**src/hw/rtl/cld_pkg.sv**
```systemverilog
`timescale 1ns / 1ps
// Shared types and constants for the content-length deframer.
// No dependencies; used by the result channel interface, the top level and the bench.
package cld_pkg;

    localparam int unsigned PREFIX_LEN = 15;
    localparam int unsigned PREFIX_W   = 4;

    localparam logic [7:0] CH_CR    = 8'h0D;
    localparam logic [7:0] CH_LF    = 8'h0A;
    localparam logic [7:0] CH_PLUS  = 8'h2B;
    localparam logic [7:0] CH_SPACE = 8'h20;
    localparam logic [7:0] CH_TAB   = 8'h09;
    localparam logic [7:0] CH_ZERO  = 8'h30;
    localparam logic [7:0] CH_NINE  = 8'h39;
    localparam logic [7:0] CH_UP_A  = 8'h41;
    localparam logic [7:0] CH_UP_Z  = 8'h5A;

    typedef enum logic [1:0] {
        KIND_BODY    = 2'd0,
        KIND_EMPTY   = 2'd1,
        KIND_DISCARD = 2'd2
    } kind_t;

    typedef enum logic {
        PH_HEADER = 1'b0,
        PH_BODY   = 1'b1
    } phase_t;

    typedef enum logic [1:0] {
        TM_NONE    = 2'd0,
        TM_CR      = 2'd1,
        TM_CRLF    = 2'd2,
        TM_CRLFCR  = 2'd3
    } term_t;

    typedef enum logic [2:0] {
        NS_IDLE   = 3'd0,
        NS_LEAD   = 3'd1,
        NS_SIGN   = 3'd2,
        NS_DIGITS = 3'd3,
        NS_ENDED  = 3'd4
    } stage_t;

    // lower-case text of the length key, one character per position
    function automatic logic [7:0] key_char(input logic [PREFIX_W-1:0] idx);
        logic [7:0] c;
        case (idx)
            4'd0:    c = 8'h63; // c
            4'd1:    c = 8'h6F; // o
            4'd2:    c = 8'h6E; // n
            4'd3:    c = 8'h74; // t
            4'd4:    c = 8'h65; // e
            4'd5:    c = 8'h6E; // n
            4'd6:    c = 8'h74; // t
            4'd7:    c = 8'h2D; // -
            4'd8:    c = 8'h6C; // l
            4'd9:    c = 8'h65; // e
            4'd10:   c = 8'h6E; // n
            4'd11:   c = 8'h67; // g
            4'd12:   c = 8'h74; // t
            4'd13:   c = 8'h68; // h
            4'd14:   c = 8'h3A; // :
            default: c = 8'h00;
        endcase
        return c;
    endfunction

endpackage

```
**src/hw/rtl/cld_in_if.sv**
```systemverilog
`timescale 1ns / 1ps
// Input byte channel: valid/ready handshake carrying one stream byte.
// No dependencies.
interface cld_in_if;
    logic       valid;
    logic       ready;
    logic [7:0] in_byte;

    modport source (output valid, output in_byte, input ready);
    modport sink   (input valid, input in_byte, output ready);
endinterface

```
**src/hw/rtl/cld_out_if.sv**
```systemverilog
`timescale 1ns / 1ps
// Result channel: valid/ready handshake carrying kind, body byte and last mark.
// Depends on cld_pkg for the kind type.
interface cld_out_if;
    logic          valid;
    logic          ready;
    cld_pkg::kind_t kind;
    logic [7:0]    body_byte;
    logic          last_of_message;

    modport source (output valid, output kind, output body_byte, output last_of_message,
                    input ready);
    modport sink   (input valid, input kind, input body_byte, input last_of_message,
                    output ready);
endinterface

```
**src/hw/rtl/content_length_deframer.sv**
```systemverilog
`timescale 1ns / 1ps
// Content-length deframer: splits a byte stream into headers and message bodies.
// Depends on cld_pkg, cld_in_if and cld_out_if.
//
//   channel   | direction | payload                              | handshake
//   in_ch     | in        | in_byte[7:0]                         | valid/ready
//   out_ch    | out       | kind[1:0], body_byte, last_of_message | valid/ready
//   cfg       | in        | cfg_data[31:0] (max_body_length)     | cfg_we only
//
// One byte per cycle while the output is not stalled. Each byte is decoded
// when accepted; its request lands in the output register, seen next cycle.
// in_ch.ready is high while the output register is empty or being taken, so a
// stalled output holds only the one pending request and stops input.
// Reset clears all parse state and loads the length limit with 1048576.
module content_length_deframer #(
    parameter int unsigned LENGTH_WIDTH = 32
) (
    input  logic         clk,
    input  logic         rst_n,
    cld_in_if.sink       in_ch,
    cld_out_if.source    out_ch,
    input  logic         cfg_we,
    input  logic [31:0]  cfg_data
);
    import cld_pkg::*;

    localparam int unsigned LW    = LENGTH_WIDTH;
    localparam int unsigned EXT_W = LENGTH_WIDTH + 4;
    localparam int unsigned CMP_W = (LENGTH_WIDTH > 32) ? LENGTH_WIDTH : 32;

    phase_t                 phase_reg,    phase_next;
    term_t                  term_reg,     term_next;
    logic [PREFIX_W-1:0]    prefix_reg,   prefix_next;
    logic                   mismatch_reg, mismatch_next;
    stage_t                 stage_reg,    stage_next;
    logic [LW-1:0]          acc_reg,      acc_next;
    logic                   found_reg,    found_next;
    logic                   bad_reg,      bad_next;
    logic [LW-1:0]          remain_reg,   remain_next;
    logic                   lovf_reg,     lovf_next;
    logic                   covf_reg,     covf_next;
    logic [31:0]            max_len_reg;

    logic                   out_valid_reg;
    kind_t                  out_kind_reg;
    logic [7:0]             out_byte_reg;
    logic                   out_last_reg;

    logic                   in_ready;
    logic                   in_fire;
    logic [7:0]             b;
    logic [7:0]             low_b;
    logic                   is_digit;
    logic                   is_space;
    logic [EXT_W-1:0]       acc_ext;
    logic [EXT_W-1:0]       acc_mul;
    logic                   mul_ovf;
    logic                   too_big;

    logic                   res_valid;
    kind_t                  res_kind;
    logic [7:0]             res_byte;
    logic                   res_last;

    assign in_ready    = !out_valid_reg || out_ch.ready;
    assign in_fire     = in_ch.valid && in_ready;
    assign in_ch.ready = in_ready;

    assign b        = in_ch.in_byte;
    assign low_b    = (b >= CH_UP_A && b <= CH_UP_Z) ? (b | 8'h20) : b;
    assign is_digit = (b >= CH_ZERO) && (b <= CH_NINE);
    assign is_space = (b == CH_SPACE) || ((b >= CH_TAB) && (b <= CH_CR));

    // accumulator times ten plus digit, four spare bits to see overflow
    assign acc_ext = EXT_W'(acc_reg);
    assign acc_mul = (acc_ext << 3) + (acc_ext << 1) + EXT_W'(b[3:0]);
    assign mul_ovf = lovf_reg || (|acc_mul[EXT_W-1:LW]);

    assign too_big = covf_reg || (CMP_W'(remain_reg) > CMP_W'(max_len_reg));

    always_comb
    begin
        logic prev_cr;
        logic done;

        phase_next    = phase_reg;
        term_next     = term_reg;
        prefix_next   = prefix_reg;
        mismatch_next = mismatch_reg;
        stage_next    = stage_reg;
        acc_next      = acc_reg;
        found_next    = found_reg;
        bad_next      = bad_reg;
        remain_next   = remain_reg;
        lovf_next     = lovf_reg;
        covf_next     = covf_reg;
        res_valid     = 1'b0;
        res_kind      = KIND_BODY;
        res_byte      = 8'h00;
        res_last      = 1'b0;
        prev_cr       = (term_reg == TM_CR) || (term_reg == TM_CRLFCR);
        done          = 1'b0;

        if (in_fire)
        begin
            if (phase_reg == PH_BODY)
            begin
                res_valid = 1'b1;
                res_byte  = b;
                res_last  = (remain_reg == LW'(1));
                if (remain_reg != '0)
                begin
                    remain_next = remain_reg - LW'(1);
                end
                if (remain_reg <= LW'(1))
                begin
                    phase_next = PH_HEADER;
                end
            end
            else
            begin
                if (b == CH_CR)
                begin
                    term_next = (term_reg == TM_CRLF) ? TM_CRLFCR : TM_CR;
                end
                else if (b == CH_LF)
                begin
                    done      = (term_reg == TM_CRLFCR);
                    term_next = (term_reg == TM_CR) ? TM_CRLF : TM_NONE;
                end
                else
                begin
                    term_next = TM_NONE;
                end

                if (done)
                begin
                    // end of header: clear line and header state
                    term_next     = TM_NONE;
                    prefix_next   = '0;
                    mismatch_next = 1'b0;
                    stage_next    = NS_IDLE;
                    acc_next      = '0;
                    lovf_next     = 1'b0;
                    found_next    = 1'b0;
                    bad_next      = 1'b0;
                    covf_next     = 1'b0;
                    if (bad_reg || !found_reg || too_big)
                    begin
                        res_valid   = 1'b1;
                        res_kind    = KIND_DISCARD;
                        remain_next = '0;
                    end
                    else if (remain_reg == '0)
                    begin
                        res_valid = 1'b1;
                        res_kind  = KIND_EMPTY;
                        res_last  = 1'b1;
                    end
                    else
                    begin
                        phase_next = PH_BODY;
                    end
                end
                else if (b == CH_LF && prev_cr)
                begin
                    // end of line: commit a parsed length, or flag a length with no digits
                    if (stage_reg == NS_LEAD || stage_reg == NS_SIGN)
                    begin
                        bad_next = 1'b1;
                    end
                    else if (stage_reg == NS_DIGITS || stage_reg == NS_ENDED)
                    begin
                        found_next  = 1'b1;
                        remain_next = acc_reg;
                        covf_next   = lovf_reg;
                    end
                    prefix_next   = '0;
                    mismatch_next = 1'b0;
                    stage_next    = NS_IDLE;
                    acc_next      = '0;
                    lovf_next     = 1'b0;
                end
                else
                begin
                    case (stage_reg)
                        NS_IDLE:
                        begin
                            if (!mismatch_reg && (prefix_reg < PREFIX_W'(PREFIX_LEN)))
                            begin
                                if (low_b == key_char(prefix_reg))
                                begin
                                    prefix_next = prefix_reg + PREFIX_W'(1);
                                    if (prefix_reg == PREFIX_W'(PREFIX_LEN - 1))
                                    begin
                                        stage_next = NS_LEAD;
                                    end
                                end
                                else
                                begin
                                    mismatch_next = 1'b1;
                                end
                            end
                        end
                        NS_LEAD, NS_SIGN:
                        begin
                            if (is_digit)
                            begin
                                lovf_next  = mul_ovf;
                                acc_next   = mul_ovf ? '1 : acc_mul[LW-1:0];
                                stage_next = NS_DIGITS;
                            end
                            else if (stage_reg == NS_LEAD && b == CH_PLUS)
                            begin
                                stage_next = NS_SIGN;
                            end
                            else if (stage_reg == NS_SIGN || !is_space)
                            begin
                                bad_next      = 1'b1;
                                stage_next    = NS_IDLE;
                                mismatch_next = 1'b1;
                            end
                        end
                        NS_DIGITS:
                        begin
                            if (is_digit)
                            begin
                                lovf_next = mul_ovf;
                                acc_next  = mul_ovf ? '1 : acc_mul[LW-1:0];
                            end
                            else
                            begin
                                stage_next = NS_ENDED;
                            end
                        end
                        default:
                        begin
                            stage_next = stage_reg;
                        end
                    endcase
                end
            end
        end
    end

    always_ff @(posedge clk or negedge rst_n)
    begin
        if (!rst_n)
        begin
            phase_reg     <= PH_HEADER;
            term_reg      <= TM_NONE;
            prefix_reg    <= '0;
            mismatch_reg  <= 1'b0;
            stage_reg     <= NS_IDLE;
            acc_reg       <= '0;
            found_reg     <= 1'b0;
            bad_reg       <= 1'b0;
            remain_reg    <= '0;
            lovf_reg      <= 1'b0;
            covf_reg      <= 1'b0;
            max_len_reg   <= 32'd1048576;
            out_valid_reg <= 1'b0;
        end
        else
        begin
            phase_reg    <= phase_next;
            term_reg     <= term_next;
            prefix_reg   <= prefix_next;
            mismatch_reg <= mismatch_next;
            stage_reg    <= stage_next;
            acc_reg      <= acc_next;
            found_reg    <= found_next;
            bad_reg      <= bad_next;
            remain_reg   <= remain_next;
            lovf_reg     <= lovf_next;
            covf_reg     <= covf_next;
            if (cfg_we)
            begin
                max_len_reg <= cfg_data;
            end
            if (in_ready)
            begin
                out_valid_reg <= in_fire && res_valid;
            end
        end
    end

    always_ff @(posedge clk)
    begin
        if (in_fire && res_valid)
        begin
            out_kind_reg <= res_kind;
            out_byte_reg <= res_byte;
            out_last_reg <= res_last;
        end
    end

    assign out_ch.valid           = out_valid_reg;
    assign out_ch.kind            = out_kind_reg;
    assign out_ch.body_byte       = out_byte_reg;
    assign out_ch.last_of_message = out_last_reg;

`ifndef SYNTHESIS
    a_body_len_nonzero: assert property (@(posedge clk) disable iff (!rst_n)
        phase_reg == PH_BODY |-> remain_reg != '0)
        else $error("body phase with no bytes remaining");

    a_body_gives_byte: assert property (@(posedge clk) disable iff (!rst_n)
        in_fire && phase_reg == PH_BODY |=> out_valid_reg && out_kind_reg == KIND_BODY)
        else $error("body byte not registered as a body request");

    a_last_ends_body: assert property (@(posedge clk) disable iff (!rst_n)
        in_fire && phase_reg == PH_BODY && remain_reg == LW'(1) |=> phase_reg == PH_HEADER)
        else $error("body phase kept after final byte");

    a_discard_not_last: assert property (@(posedge clk) disable iff (!rst_n)
        out_valid_reg && out_kind_reg == KIND_DISCARD |-> !out_last_reg)
        else $error("discarded header marked as last");

    a_prefix_only_idle: assert property (@(posedge clk) disable iff (!rst_n)
        stage_reg != NS_IDLE && !mismatch_reg |-> prefix_reg == PREFIX_W'(PREFIX_LEN))
        else $error("number parse without full key");
`endif

endmodule

```
**src/flat_wrapper.sv**
```systemverilog
// flat-port wrapper written by rule: the top's interface ports become plain ports
module content_length_deframer_flat import cld_pkg::*;
#(
    parameter int unsigned LENGTH_WIDTH = 32
)
  (clk, rst_n, cfg_we, cfg_data, in_ch_valid, in_ch_in_byte, in_ch_ready, out_ch_valid, out_ch_kind, out_ch_body_byte, out_ch_last_of_message, out_ch_ready);
  cld_in_if in_ch_i ();
  cld_out_if out_ch_i ();
  input  logic clk;
  input  logic rst_n;
  input  logic cfg_we;
  input  logic [31:0] cfg_data;
  input wire logic [$bits(in_ch_i.valid)-1:0] in_ch_valid;
  input wire logic [$bits(in_ch_i.in_byte)-1:0] in_ch_in_byte;
  output wire logic [$bits(in_ch_i.ready)-1:0] in_ch_ready;
  output wire logic [$bits(out_ch_i.valid)-1:0] out_ch_valid;
  output wire logic [$bits(out_ch_i.kind)-1:0] out_ch_kind;
  output wire logic [$bits(out_ch_i.body_byte)-1:0] out_ch_body_byte;
  output wire logic [$bits(out_ch_i.last_of_message)-1:0] out_ch_last_of_message;
  input wire logic [$bits(out_ch_i.ready)-1:0] out_ch_ready;
  assign in_ch_i.valid = in_ch_valid;
  assign in_ch_i.in_byte = in_ch_in_byte;
  assign in_ch_ready = in_ch_i.ready;
  assign out_ch_valid = out_ch_i.valid;
  assign out_ch_kind = out_ch_i.kind;
  assign out_ch_body_byte = out_ch_i.body_byte;
  assign out_ch_last_of_message = out_ch_i.last_of_message;
  assign out_ch_i.ready = out_ch_ready;
  content_length_deframer #(.LENGTH_WIDTH(LENGTH_WIDTH)) u_core (.clk(clk), .rst_n(rst_n), .in_ch(in_ch_i), .out_ch(out_ch_i), .cfg_we(cfg_we), .cfg_data(cfg_data));
endmodule
```
**config.mk**
```make
export PLATFORM = sky130hd
export DESIGN_NAME = content_length_deframer_flat
export DESIGN_NICKNAME = d
export VERILOG_FILES = /design/src/hw/rtl/cld_pkg.sv /design/src/hw/rtl/cld_in_if.sv /design/src/hw/rtl/cld_out_if.sv /design/src/hw/rtl/content_length_deframer.sv /design/src/flat_wrapper.sv
export SDC_FILE = /design/constraint.sdc
export NUM_CORES = 1
export LEC_CHECK = 0
export BUFFER_PORTS_ARGS = -buffer_cell sky130_fd_sc_hd__buf_2
export CAP_MARGIN = 10
export CORE_MARGIN = 8
export CORE_UTILIZATION = 35
export DETAILED_ROUTE_END_ITERATION = 6
export PLACE_DENSITY_LB_ADDON = 0.12
export SLEW_MARGIN = 10
export SYNTH_ARGS = -nofsm -noshare
export SYNTH_HDL_FRONTEND = slang
export SYNTH_SLANG_ARGS = --single-unit
```
**constraint.sdc**
```tcl
create_clock -name clk -period 3.7 [get_ports clk]
set_clock_uncertainty 0.2 [all_clocks]
set_input_delay 0.37 -clock clk [delete_from_list [all_inputs] [get_ports clk]]
set_output_delay 0.37 -clock clk [all_outputs]
set_load 0.005 [all_outputs]
```
==> out/metrics.yaml, run 1 <==
run_status:
  outcome: "completed"
sta:
  worst_pin_slew_ps: 912
  layout_worst_path_cycle_share_pct: 95.8
  timing.fmax_mhz: 282
  max-slew-margin-rel_pct: 39.2
  setup_viol_count_final: 0
  finalCriticalPeriod_ps: 3550
  finalHoldWorstSlack_ps: 31.6
  setup_repair_after_global_routing_missed_its_margin: "no"
  report.final.slew_viol_count: 0
  final_hold_viol_count: 0
finish:
  insertedDiodeCount: 0
  multi_input_comb_area_mm2: 0.00577
  final_common_cell: "dfrtp_1"
  final-seq-area_mm2: 0.00313
  postLayoutCoreUtil_pct: 43.3
  fillers: 2603
  syn_to_final_growth_pct: 21.6
  final_cell_mix: "dfrtp_1, o21ai_0, ha_1"
  final_net_count: 1344
  drive_gt1_share_pct: 17.5
flow_run:
  timing.max_cap.violations: 0
synth:
  async_reset_ff_share_pct: 91.1
  synth-simple-area-share_pct: 17.1
  synthDominantCellAreaShare_pct: 30.0
  syn-num-nets: 1220
  post_synth.cell_area_avg_um2: 8.64
  synth-warning-count: 0
  synth_area_leader_cell: "dfrtp_1"
  synth_top_family_by_area: "compound AO/OA/AOI/OAI gates"
  ys_seq_area_share_pct: 33.9
  ys_seq_elements: 123
  synthTopCellsByArea: "dfrtp_1, ha_1, o21ai_0"
  syn_inst: 1071
  compound_gate_portion_of_the_synthesized_area_pct: 26.0
  synth_fa_ha_area_share_pct: 14.2
  post_synth_mux_area_share_pct: 0.892
  yosys.area_share.xor_xnor_pct: 3.41
  synthDistinctLibCells: 81
  postSynth.topFlopCell: "dfrtp_1"
  edff_count_synth: 11
  summed_instance_area_of_the_synthesized_netlist_mm2: 0.00926
setup_path:
  critPathArrivalTime_ps: 3650
  path_type_of_the_worst_setup_path: "flip-flop to flip-flop"
  worst_ep_required_time_ps: 3800
  crit_slowest_cell: "fa_1"
  critical_path.most_common_cell: "a21oi_2"
  critPathTopFamily: "compound AO/OA/AOI/OAI gates"
  cells_along_the_critical_path: "fa_1 -> buf_4 -> ha_1 -> a21oi_2 -> nor2_2 -> o21ai_2 -> a221oi_4 -> a41oi_4 -> o41ai_2 -> o22ai_2 -> nor4_4 -> buf_6 -> clkbuf_16 -> a21oi_2"
  path_max_fanout: 6
  critical_path_buf_inv_count: 3
  cp_slowest_stage_delay_ps: 470
  timing.critical_path.to_type: "flip-flop"
  timing.critical_path.from_type: "flip-flop"
placement:
  place.gp.congestion: 0.874
  detailedPlacementHpwl_um: 21100
  place.port_buffers: 57
global_routing:
  global_route_wire_length_before_repair_um: 44900
  largest_net_degree_at_the_start_of_global_routing: 64
  grt_pass1_vias: 8350
  global_route.overflow_total: 0
  grt_util_all_layers_pct: 17.7
  grt_antenna_before_repair: 0
floorplan:
  die_y_um: 179
  core.rowCount: 59
  floorplan.die_area_mm2: 0.0319
  starting_density_of_the_core_pct: 35.6
  core_area_mm2: 0.0260
  pin_count: 58
  die_w_um: 179
detailed_routing:
  dr_drc_count: 0
  antenna_left: 0
  detailedRoute.firstPassIterationCount: 5
  avgRoutedWirePerCell_um: 18.1
  drt-vias-per-instance: 5.46
  drt_first_iter_violations: 427
  detail_route.wirelength_um: 28000
  vias: 8428
worst_hold_path:
  min_path_type: "input port to flip-flop"
clocking:
  tritoncts: "done"
  clkSinkCount: 123
  clock_latency_ps: 420
  clock-root-buffer: "clkbuf_16"
  clk_pin_slew_ps: 60
  cts_htree_levels: 4
  tritoncts.num_buffers: 17
  clock_path_buffers: 2
pwr:
  combPwrFrac_pct: 26.3
  cell_internal_pwr_mw: 2.98
  power_frac_clock_pct: 37.7
  powerDensity_mw_per_mm2: 393
  sequentialPowerShare_pct: 36.0
  power.static_leakage_nw: 5.24
  switchingPower_mw: 1.44
  swShare_pct: 32.5
  peak_supply_drop_uv: 280
## power groups by stage
stage	Clock [mW]	Sequential (mW)	Combinational, mW
4_1_cts	1.70	1.59	1.15
2_1_floorplan	0	1.55	0.771
3_3_place_gp	0	1.61	1.12
5_1_grt	1.77	1.60	1.32
6_report	1.66	1.59	1.16
3_5_place_dp	0	1.61	1.12
## worst paths after layout
kind / depth (start not counted) / end / from / slack (ps)
setup / recovery: 14 / u_core.acc_reg[10] / u_core.acc_reg[0] / 150
hold / removal: 3 / u_core.out_ch.valid / in_ch_valid / 30
setup reg to reg: 14 / u_core.acc_reg[10] / u_core.acc_reg[0] / 150
hold reg to reg: 1 / u_core.mismatch_reg / u_core.mismatch_reg / 300
max in group asynchronous: 3 / u_core.max_len_reg[20] / rst_n / 2050
min in group asynchronous: 2 / u_core.max_len_reg[27] / rst_n / 370
## area by class of cell
| class | instances | area share (%) |
|---|---|---|
| multi-input cells | 844 | 51.2 |
| clock inverters | 11 | 1.06 |
| well taps | 335 | 3.72 |
| clock buffers | 21 | 4.09 |
| repair buffers | 153 | 10.2 |
| flip-flops and latches | 123 | 27.8 |
| inverters | 56 | 1.87 |
## cells by family after synthesis
group	Yosys count
AOI/OAI and AO/OA	381
and+or+nand+nor	315
DFF	123
buffers and inverters	104
adders and majority gates	104
xor gates and xnor gates	36
muxes	8
## synthesized netlist by cell type (9+ instances only)
| library cell | number |
|---|---|
| dfrtp_1 | 111 |
| o21ai_0 | 110 |
| ha_1 | 102 |
| a21oi_1 | 98 |
| nand2_1 | 98 |
| nor2_1 | 72 |
| inv_1 | 56 |
| clkbuf_1 | 38 |
| nor3_1 | 26 |
| nand3_1 | 21 |
| xnor2_1 | 21 |
| a21oi_2 | 20 |
| a31oi_1 | 17 |
| and3_1 | 17 |
| o22ai_1 | 16 |
| a21o_1 | 15 |
| xor2_1 | 15 |
| a22oi_1 | 14 |
| nand4_1 | 13 |
| edfxtp_1 | 11 |
| o31ai_1 | 11 |
| o21ai_1 | 10 |
| o21bai_1 | 10 |
| nand2b_1 | 9 |
| nor4_1 | 9 |
## per-layer routing
metal	share of wire (%)	routed length, µm	vias to the layer above	track usage (%)
li1	-	-	4188	-
met1	48	13500	4058	23.9
met2	46	13000	162	28.7
met3	4.3	1190	20	3.18
met4	1.3	351	0	4.62
met5	0	0	-	0
## worst reg2reg max path, cell delays in order, from the launching register on
cell and delay [ps]:
dfrtp_1 390, fa_1 470, buf_4 150, ha_1 280, a21oi_2 70, nor2_2 150
o21ai_2 100, a221oi_4 310, a41oi_4 170, o41ai_2 260, o22ai_2 170, nor4_4 300
buf_6 180, clkbuf_16 170, a21oi_2 50
## stage by stage
stage	area (µm²)	std cells	total power [mW]	TNS, ps	setup WS [ps]
2_1_floorplan	9260	1071	2.32	0	162
3_3_place_gp	10200	1473	2.73	-1540	-75.8
3_5_place_dp	10200	1473	2.73	-3040	-120
4_1_cts	11100	1538	4.44	0	18.0
5_1_grt	11300	1543	4.69	0	1.21
6_report	11300	1543	4.42	0	154
## what timing repair did
| item | in CTS | in global routing |
|---|---|---|
| endpoints found under the hold margin | 89 | 0 |
| hold buffers | 33 | 0 |
| setup buffers | 0 | 2 |
| resized for setup | 0 | 16 |
| endpoints found under the setup margin | 0 | 33 |
Power figures use the tool's default switching activity.
==> run 2: changes to the inputs <==
--- a/config.mk
+++ b/config.mk
@@ -8,9 +8,9 @@
 export BUFFER_PORTS_ARGS = -buffer_cell sky130_fd_sc_hd__buf_2
 export CAP_MARGIN = 10
 export CORE_MARGIN = 8
-export CORE_UTILIZATION = 35
+export CORE_UTILIZATION = 33
 export DETAILED_ROUTE_END_ITERATION = 6
-export PLACE_DENSITY_LB_ADDON = 0.12
+export PLACE_DENSITY_LB_ADDON = 0.1
 export SLEW_MARGIN = 10
 export SYNTH_ARGS = -nofsm -noshare
 export SYNTH_HDL_FRONTEND = slang
==> run 2 against run 1 <==
Net effect: via count up 0.51%; first-iteration DRC count is 10% lower; routed wire length increased by 3.8%; die area increased by 5.5%; power is 0.32% higher; largest cell class unchanged; sequential share of layout area down 0.36 points; utilization decreased by 2.2 points; critical path depth down 2; flip-flop and latch count stayed put; largest power group unchanged; cell count is 3.5% higher; global-route usage down 0.33 points.
==> out/metrics.yaml, run 2 (synthesized netlist as in run 1, its figures left out) <==
run_status:
  outcome: "completed"
detailed_routing:
  avgRoutedWirePerCell_um: 18.2
  detailedRoute.firstPassIterationCount: 5
  drt_first_iter_violations: 384
  vias: 8471
  dr_drc_count: 0
  drt-vias-per-instance: 5.30
  detail_route.wirelength_um: 29000
  antenna_left: 0
floorplan:
  die_y_um: 183
  core_area_mm2: 0.0277
  die_w_um: 183
  pin_count: 58
  core.rowCount: 61
  floorplan.die_area_mm2: 0.0337
  starting_density_of_the_core_pct: 33.4
clocking:
  clock-root-buffer: "clkbuf_16"
  clkSinkCount: 123
  clock_latency_ps: 430
  tritoncts.num_buffers: 17
  cts_htree_levels: 4
  clock_path_buffers: 2
  tritoncts: "done"
  clk_pin_slew_ps: 60
setup_path:
  critPathArrivalTime_ps: 3760
  crit_slowest_cell: "dfrtp_1"
  timing.critical_path.to_type: "flip-flop"
  cp_slowest_stage_delay_ps: 490
  worst_ep_required_time_ps: 3800
  path_max_fanout: 7
  cells_along_the_critical_path: "ha_1 -> ha_1 -> and3_1 -> a221o_1 -> a21o_1 -> a41oi_4 -> o41a_1 -> o22ai_2 -> nor4_4 -> buf_4 -> buf_8 -> a21oi_1"
  critPathTopFamily: "compound AO/OA/AOI/OAI gates"
  path_type_of_the_worst_setup_path: "flip-flop to flip-flop"
  critical_path.most_common_cell: "ha_1"
  critical_path_buf_inv_count: 2
  timing.critical_path.from_type: "flip-flop"
finish:
  final_net_count: 1355
  fillers: 2835
  final_cell_mix: "dfrtp_1, o21ai_0, ha_1"
  drive_gt1_share_pct: 18.5
  final_common_cell: "dfrtp_1"
  final-instance-count-excl-fill: 1597
  insertedDiodeCount: 0
  syn_to_final_growth_pct: 23.2
global_routing:
  global_route.overflow_total: 0
  grt_util_all_layers_pct: 17.4
  largest_net_degree_at_the_start_of_global_routing: 65
  grt_pass1_vias: 8377
  global_route_wire_length_before_repair_um: 46600
  grt_antenna_before_repair: 0
placement:
  placed_cells_incl_taps: 1526
  detailedPlacementHpwl_um: 22000
  post-place-ws_ps: -176
  place.port_buffers: 57
  place.gp.congestion: 0.854
sta:
  max-slew-margin-rel_pct: 36.2
  worst_pin_slew_ps: 957
  setup_viol_count_final: 0
  final_hold_viol_count: 0
  timing.final.ws_setup_ps: 44.2
  timing.fmax_mhz: 274
  layout_worst_path_cycle_share_pct: 98.8
  setup_repair_after_global_routing_missed_its_margin: "yes"
  finalCriticalPeriod_ps: 3660
  report.final.slew_viol_count: 0
pwr:
  peak_supply_drop_uv: 301
  finalPower_mw: 4.43
  power.static_leakage_nw: 5.27
  powerDensity_mw_per_mm2: 389
flow_run:
  timing.max_cap.violations: 0
worst_hold_path:
  min_path_type: "input port to flip-flop"
==> run 2: changes by cell type in the layout (fill, tap and decap cells not counted), moves of 2 or more <==
cell        previous run  this run
buf_4                 59        71
buf_8                  1         3
clkbuf_1               2         0
clkbuf_16             19        17
clkbuf_8               2         0
clkinv_2               4         1
clkinvlp_4             2         4
ha_4                   0         2
inv_6                  0         6
nor2_4                 0         2
==> run 2: final timing paths <==
kind | start | endpoint | slack, ps | cells after the start
setup / recovery | u_core.acc_reg[21] | u_core.acc_reg[30] | 40 | 12
hold / removal | in_ch_valid | u_core.out_ch.valid | 40 | 3
setup reg to reg | u_core.acc_reg[21] | u_core.acc_reg[30] | 40 | 12
hold reg to reg | u_core.mismatch_reg | u_core.mismatch_reg | 300 | 1
max in group asynchronous | rst_n | u_core.max_len_reg[16] | 2070 | 3
min in group asynchronous | rst_n | u_core.max_len_reg[29] | 410 | 2
==> run 2: power by group <==
part,switching (mW),total (mW),leakage (nW),internal [mW]
combinational,0.698,1.22,3.42,0.520
clock,0.700,1.63,0.265,0.933
sequential,0.124,1.58,1.59,1.46
==> run 2: routing by layer <==
metal	GRT usage (%)	vias up	share of wire, %
met5	0	-	0
met4	4.59	0	1.1
met3	2.37	23	3.4
met2	29.2	147	47
met1	23.1	4080	48
li1	-	4221	-
==> run 2: layout make-up <==
cell class	count	area, µm²	area share (%)
clock buffers	17	425	3.73
flip-flops and latches	123	3130	27.5
inverters	56	210	1.84
multi-input cells	844	5830	51.1
clock inverters	15	139	1.22
repair buffers	164	1190	10.5
well taps	378	473	4.15
==> run 2: stage by stage <==
| stage | hold WS, ps | util (%) | setup TNS (ps) | area, µm² |
|---|---|---|---|---|
| 2_1_floorplan | -126 | - | 0 | 9260 |
| 3_3_place_gp | 286 | 37.3 | -2330 | 10300 |
| 3_5_place_dp | 289 | 37.3 | -4780 | 10300 |
| 4_1_cts | 30.0 | 40.5 | -710 | 11200 |
| 5_1_grt | 50.3 | 41.2 | -2880 | 11400 |
| 6_report | 37.6 | 41.2 | 0 | 11400 |
==> run 2: what timing repair did <==
| item | 4_1_cts | 5_1_grt |
|---|---|---|
| endpoints found under the setup margin | 25 | 52 |
| hold buffers | 33 | 0 |
| endpoints found under the hold margin | 92 | 0 |
| setup buffers | 0 | 4 |
| gates cloned | 0 | 2 |
| pin swaps | 0 | 13 |
| gates resized for setup | 0 | 32 |
==> run 2: worst reg2reg max path, stage by stage, from the launching register on <==
cell     delay, ps
dfrtp_1        490
ha_1           340
ha_1           410
and3_1         270
a221o_1        330
a21o_1         210
a41oi_4        230
o41a_1         200
o22ai_2        110
nor4_4         370
buf_4          200
buf_8          130
a21oi_1         80
==> run 3: changes to the inputs <==
--- a/config.mk
+++ b/config.mk
@@ -7,6 +7,8 @@
 export LEC_CHECK = 0
 export BUFFER_PORTS_ARGS = -buffer_cell sky130_fd_sc_hd__buf_2
 export CAP_MARGIN = 10
+export CELL_PAD_IN_SITES_DETAIL_PLACEMENT = 0
+export CELL_PAD_IN_SITES_GLOBAL_PLACEMENT = 2
 export CORE_MARGIN = 8
 export CORE_UTILIZATION = 33
 export DETAILED_ROUTE_END_ITERATION = 6
==> constraint.sdc (replaced) <==
create_clock -name clk -period 3.7 [get_ports clk]
set_clock_uncertainty 0.2 [all_clocks]
set_input_delay 0.185 -clock clk [delete_from_list [all_inputs] [get_ports clk]]
set_output_delay 0.185 -clock clk [all_outputs]
set_load 0.005 [all_outputs]
==> run 3 against run 2 <==
Net effect: highest routed layer unchanged; first-iteration DRC count rose by 6.8%; power rose by 2.5%; combinational power barely moved; sequential power barely moved; via count fell by 1.1%; count of clock-buffer cells in the layout rose by 3.
==> out/metrics.yaml, run 3 (synthesized netlist as in run 1, its figures left out) <==
run_status:
  outcome: "completed"
global_routing:
  largest_net_degree_at_the_start_of_global_routing: 68
  global_route_wire_length_before_repair_um: 48100
  grt_pass1_vias: 8524
  grt_antenna_before_repair: 0
  grt_util_all_layers_pct: 18.0
  global_route.overflow_total: 0
sta:
  report.final.slew_viol_count: 0
  layout_worst_path_cycle_share_pct: 98.4
  setup_repair_after_global_routing_missed_its_margin: "yes"
  finalCriticalPeriod_ps: 3640
  timing.final.ws_setup_ps: 60.6
  setup_viol_count_final: 0
  final_hold_viol_count: 0
  timing.fmax_mhz: 275
  worst_pin_slew_ps: 918
  max-slew-margin-rel_pct: 38.8
  finalHoldWorstSlack_ps: 6.19
  setup-tns-final_ps: 0
detailed_routing:
  antenna_left: 0
  avgRoutedWirePerCell_um: 18.5
  detail_route.wirelength_um: 29700
  drt-vias-per-instance: 5.24
  drt_first_iter_violations: 410
  vias: 8379
  detailedRoute.firstPassIterationCount: 5
  dr_drc_count: 0
finish:
  insertedDiodeCount: 0
  final_common_cell: "dfrtp_1"
  final_cell_mix: "dfrtp_1, o21ai_0, nand2_1"
  drive_gt1_share_pct: 18.7
  final_net_count: 1358
  syn_to_final_growth_pct: 24.8
setup_path:
  crit_slowest_cell: "dfrtp_1"
  critPathArrivalTime_ps: 3730
  cells_along_the_critical_path: "ha_1 -> ha_2 -> a21oi_1 -> o211ai_2 -> nor2_1 -> a221oi_4 -> a41oi_4 -> o41ai_2 -> o22ai_2 -> nor4_4 -> buf_6 -> clkbuf_16 -> a21oi_2"
  cp_slowest_stage_delay_ps: 440
  path_type_of_the_worst_setup_path: "flip-flop to flip-flop"
  critical_path_buf_inv_count: 2
  timing.critical_path.from_type: "flip-flop"
  path_max_fanout: 6
  timing.critical_path.to_type: "flip-flop"
  worst_ep_required_time_ps: 3790
  critPathTopFamily: "compound AO/OA/AOI/OAI gates"
placement:
  detailedPlacementHpwl_um: 22500
  post-place-ws_ps: -6.58
  place.gp.congestion: 0.819
  place.port_buffers: 57
clocking:
  clk_pin_slew_ps: 50
  clock_latency_ps: 430
  clkSinkCount: 123
  clock-root-buffer: "clkbuf_16"
  tritoncts: "done"
  cts_htree_levels: 4
  tritoncts.num_buffers: 17
  clock_path_buffers: 2
floorplan:
  pin_count: 58
  core.rowCount: 61
  core_area_mm2: 0.0277
  starting_density_of_the_core_pct: 33.4
  die_w_um: 183
  die_y_um: 183
  floorplan.die_area_mm2: 0.0337
pwr:
  power.static_leakage_nw: 5.33
  powerDensity_mw_per_mm2: 394
  peak_supply_drop_uv: 287
worst_hold_path:
  min_path_type: "input port to flip-flop"
flow_run:
  timing.max_cap.violations: 0
run 3: final timing paths:
path,cells past startpoint,slack [ps],endpoint,start
worst max-delay path,13,60,u_core.acc_reg[26],u_core.acc_reg[5]
min in group asynchronous,2,120,u_core.max_len_reg[27],rst_n
worst max register to register,13,60,u_core.acc_reg[26],u_core.acc_reg[5]
max in group asynchronous,3,2350,u_core.acc_reg[3],rst_n
worst min register to register,1,310,u_core.mismatch_reg,u_core.mismatch_reg
worst min-delay path,4,6,u_core.acc_reg[1],in_ch_in_byte[1]
run 3: cell type report:
class | count | area (µm²)
fill | 2852 | 16200
tap | 378 | 473
clock inverter | 12 | 165
multi-input combinational | 844 | 5830
clock buffer | 20 | 437
timing repair buffer | 167 | 1300
inverter | 56 | 210
sequential | 123 | 3130
run 3: where the power goes:
part	leakage (nW)	internal, mW	switching, mW	total (mW)
combinational	3.45	0.523	0.698	1.22
clock	0.294	1.07	0.669	1.74
sequential	1.59	1.46	0.127	1.59
run 3: routing by layer:
layer | vias to the layer above | share of wire, % | track usage [%]
met5 | - | 0 | 0
met4 | 0 | 1.1 | 4.26
met1 | 4030 | 50 | 25.1
met3 | 18 | 2.1 | 2.39
li1 | 4233 | - | -
met2 | 98 | 47 | 28.9
run 3: metrics by stage:
step                instances  utilization [%]  cell area (µm²)  total power, mW
floorplan                1071                -             9260             2.32
CTS                      1593             40.9            11300             4.55
global route             1600             41.7            11500             4.83
global placement         1521             37.3            10300             2.76
finish                   1600             41.7            11500             4.55
detailed placement       1521             37.3            10300             2.75
run 3: worst reg2reg max path, delay by kind of cell, from the launching register on:
kind / cells / cell delay (ps)
AO/OA/AOI/OAI: 7 / 1330
adder cells (fa/ha/maj): 2 / 710
buffers and inverters: 2 / 340
flip-flops: 1 / 440
AND/OR/NAND/NOR: 2 / 490
run 3: what timing repair did:
action                                  CTS  global route
hold buffers                             40             0
cloned                                    0             3
resized for setup                         1            29
endpoints found under the setup margin   10            33
buffers inserted                          0             4
pin swaps                                 1            11
endpoints found under the hold margin    84             0
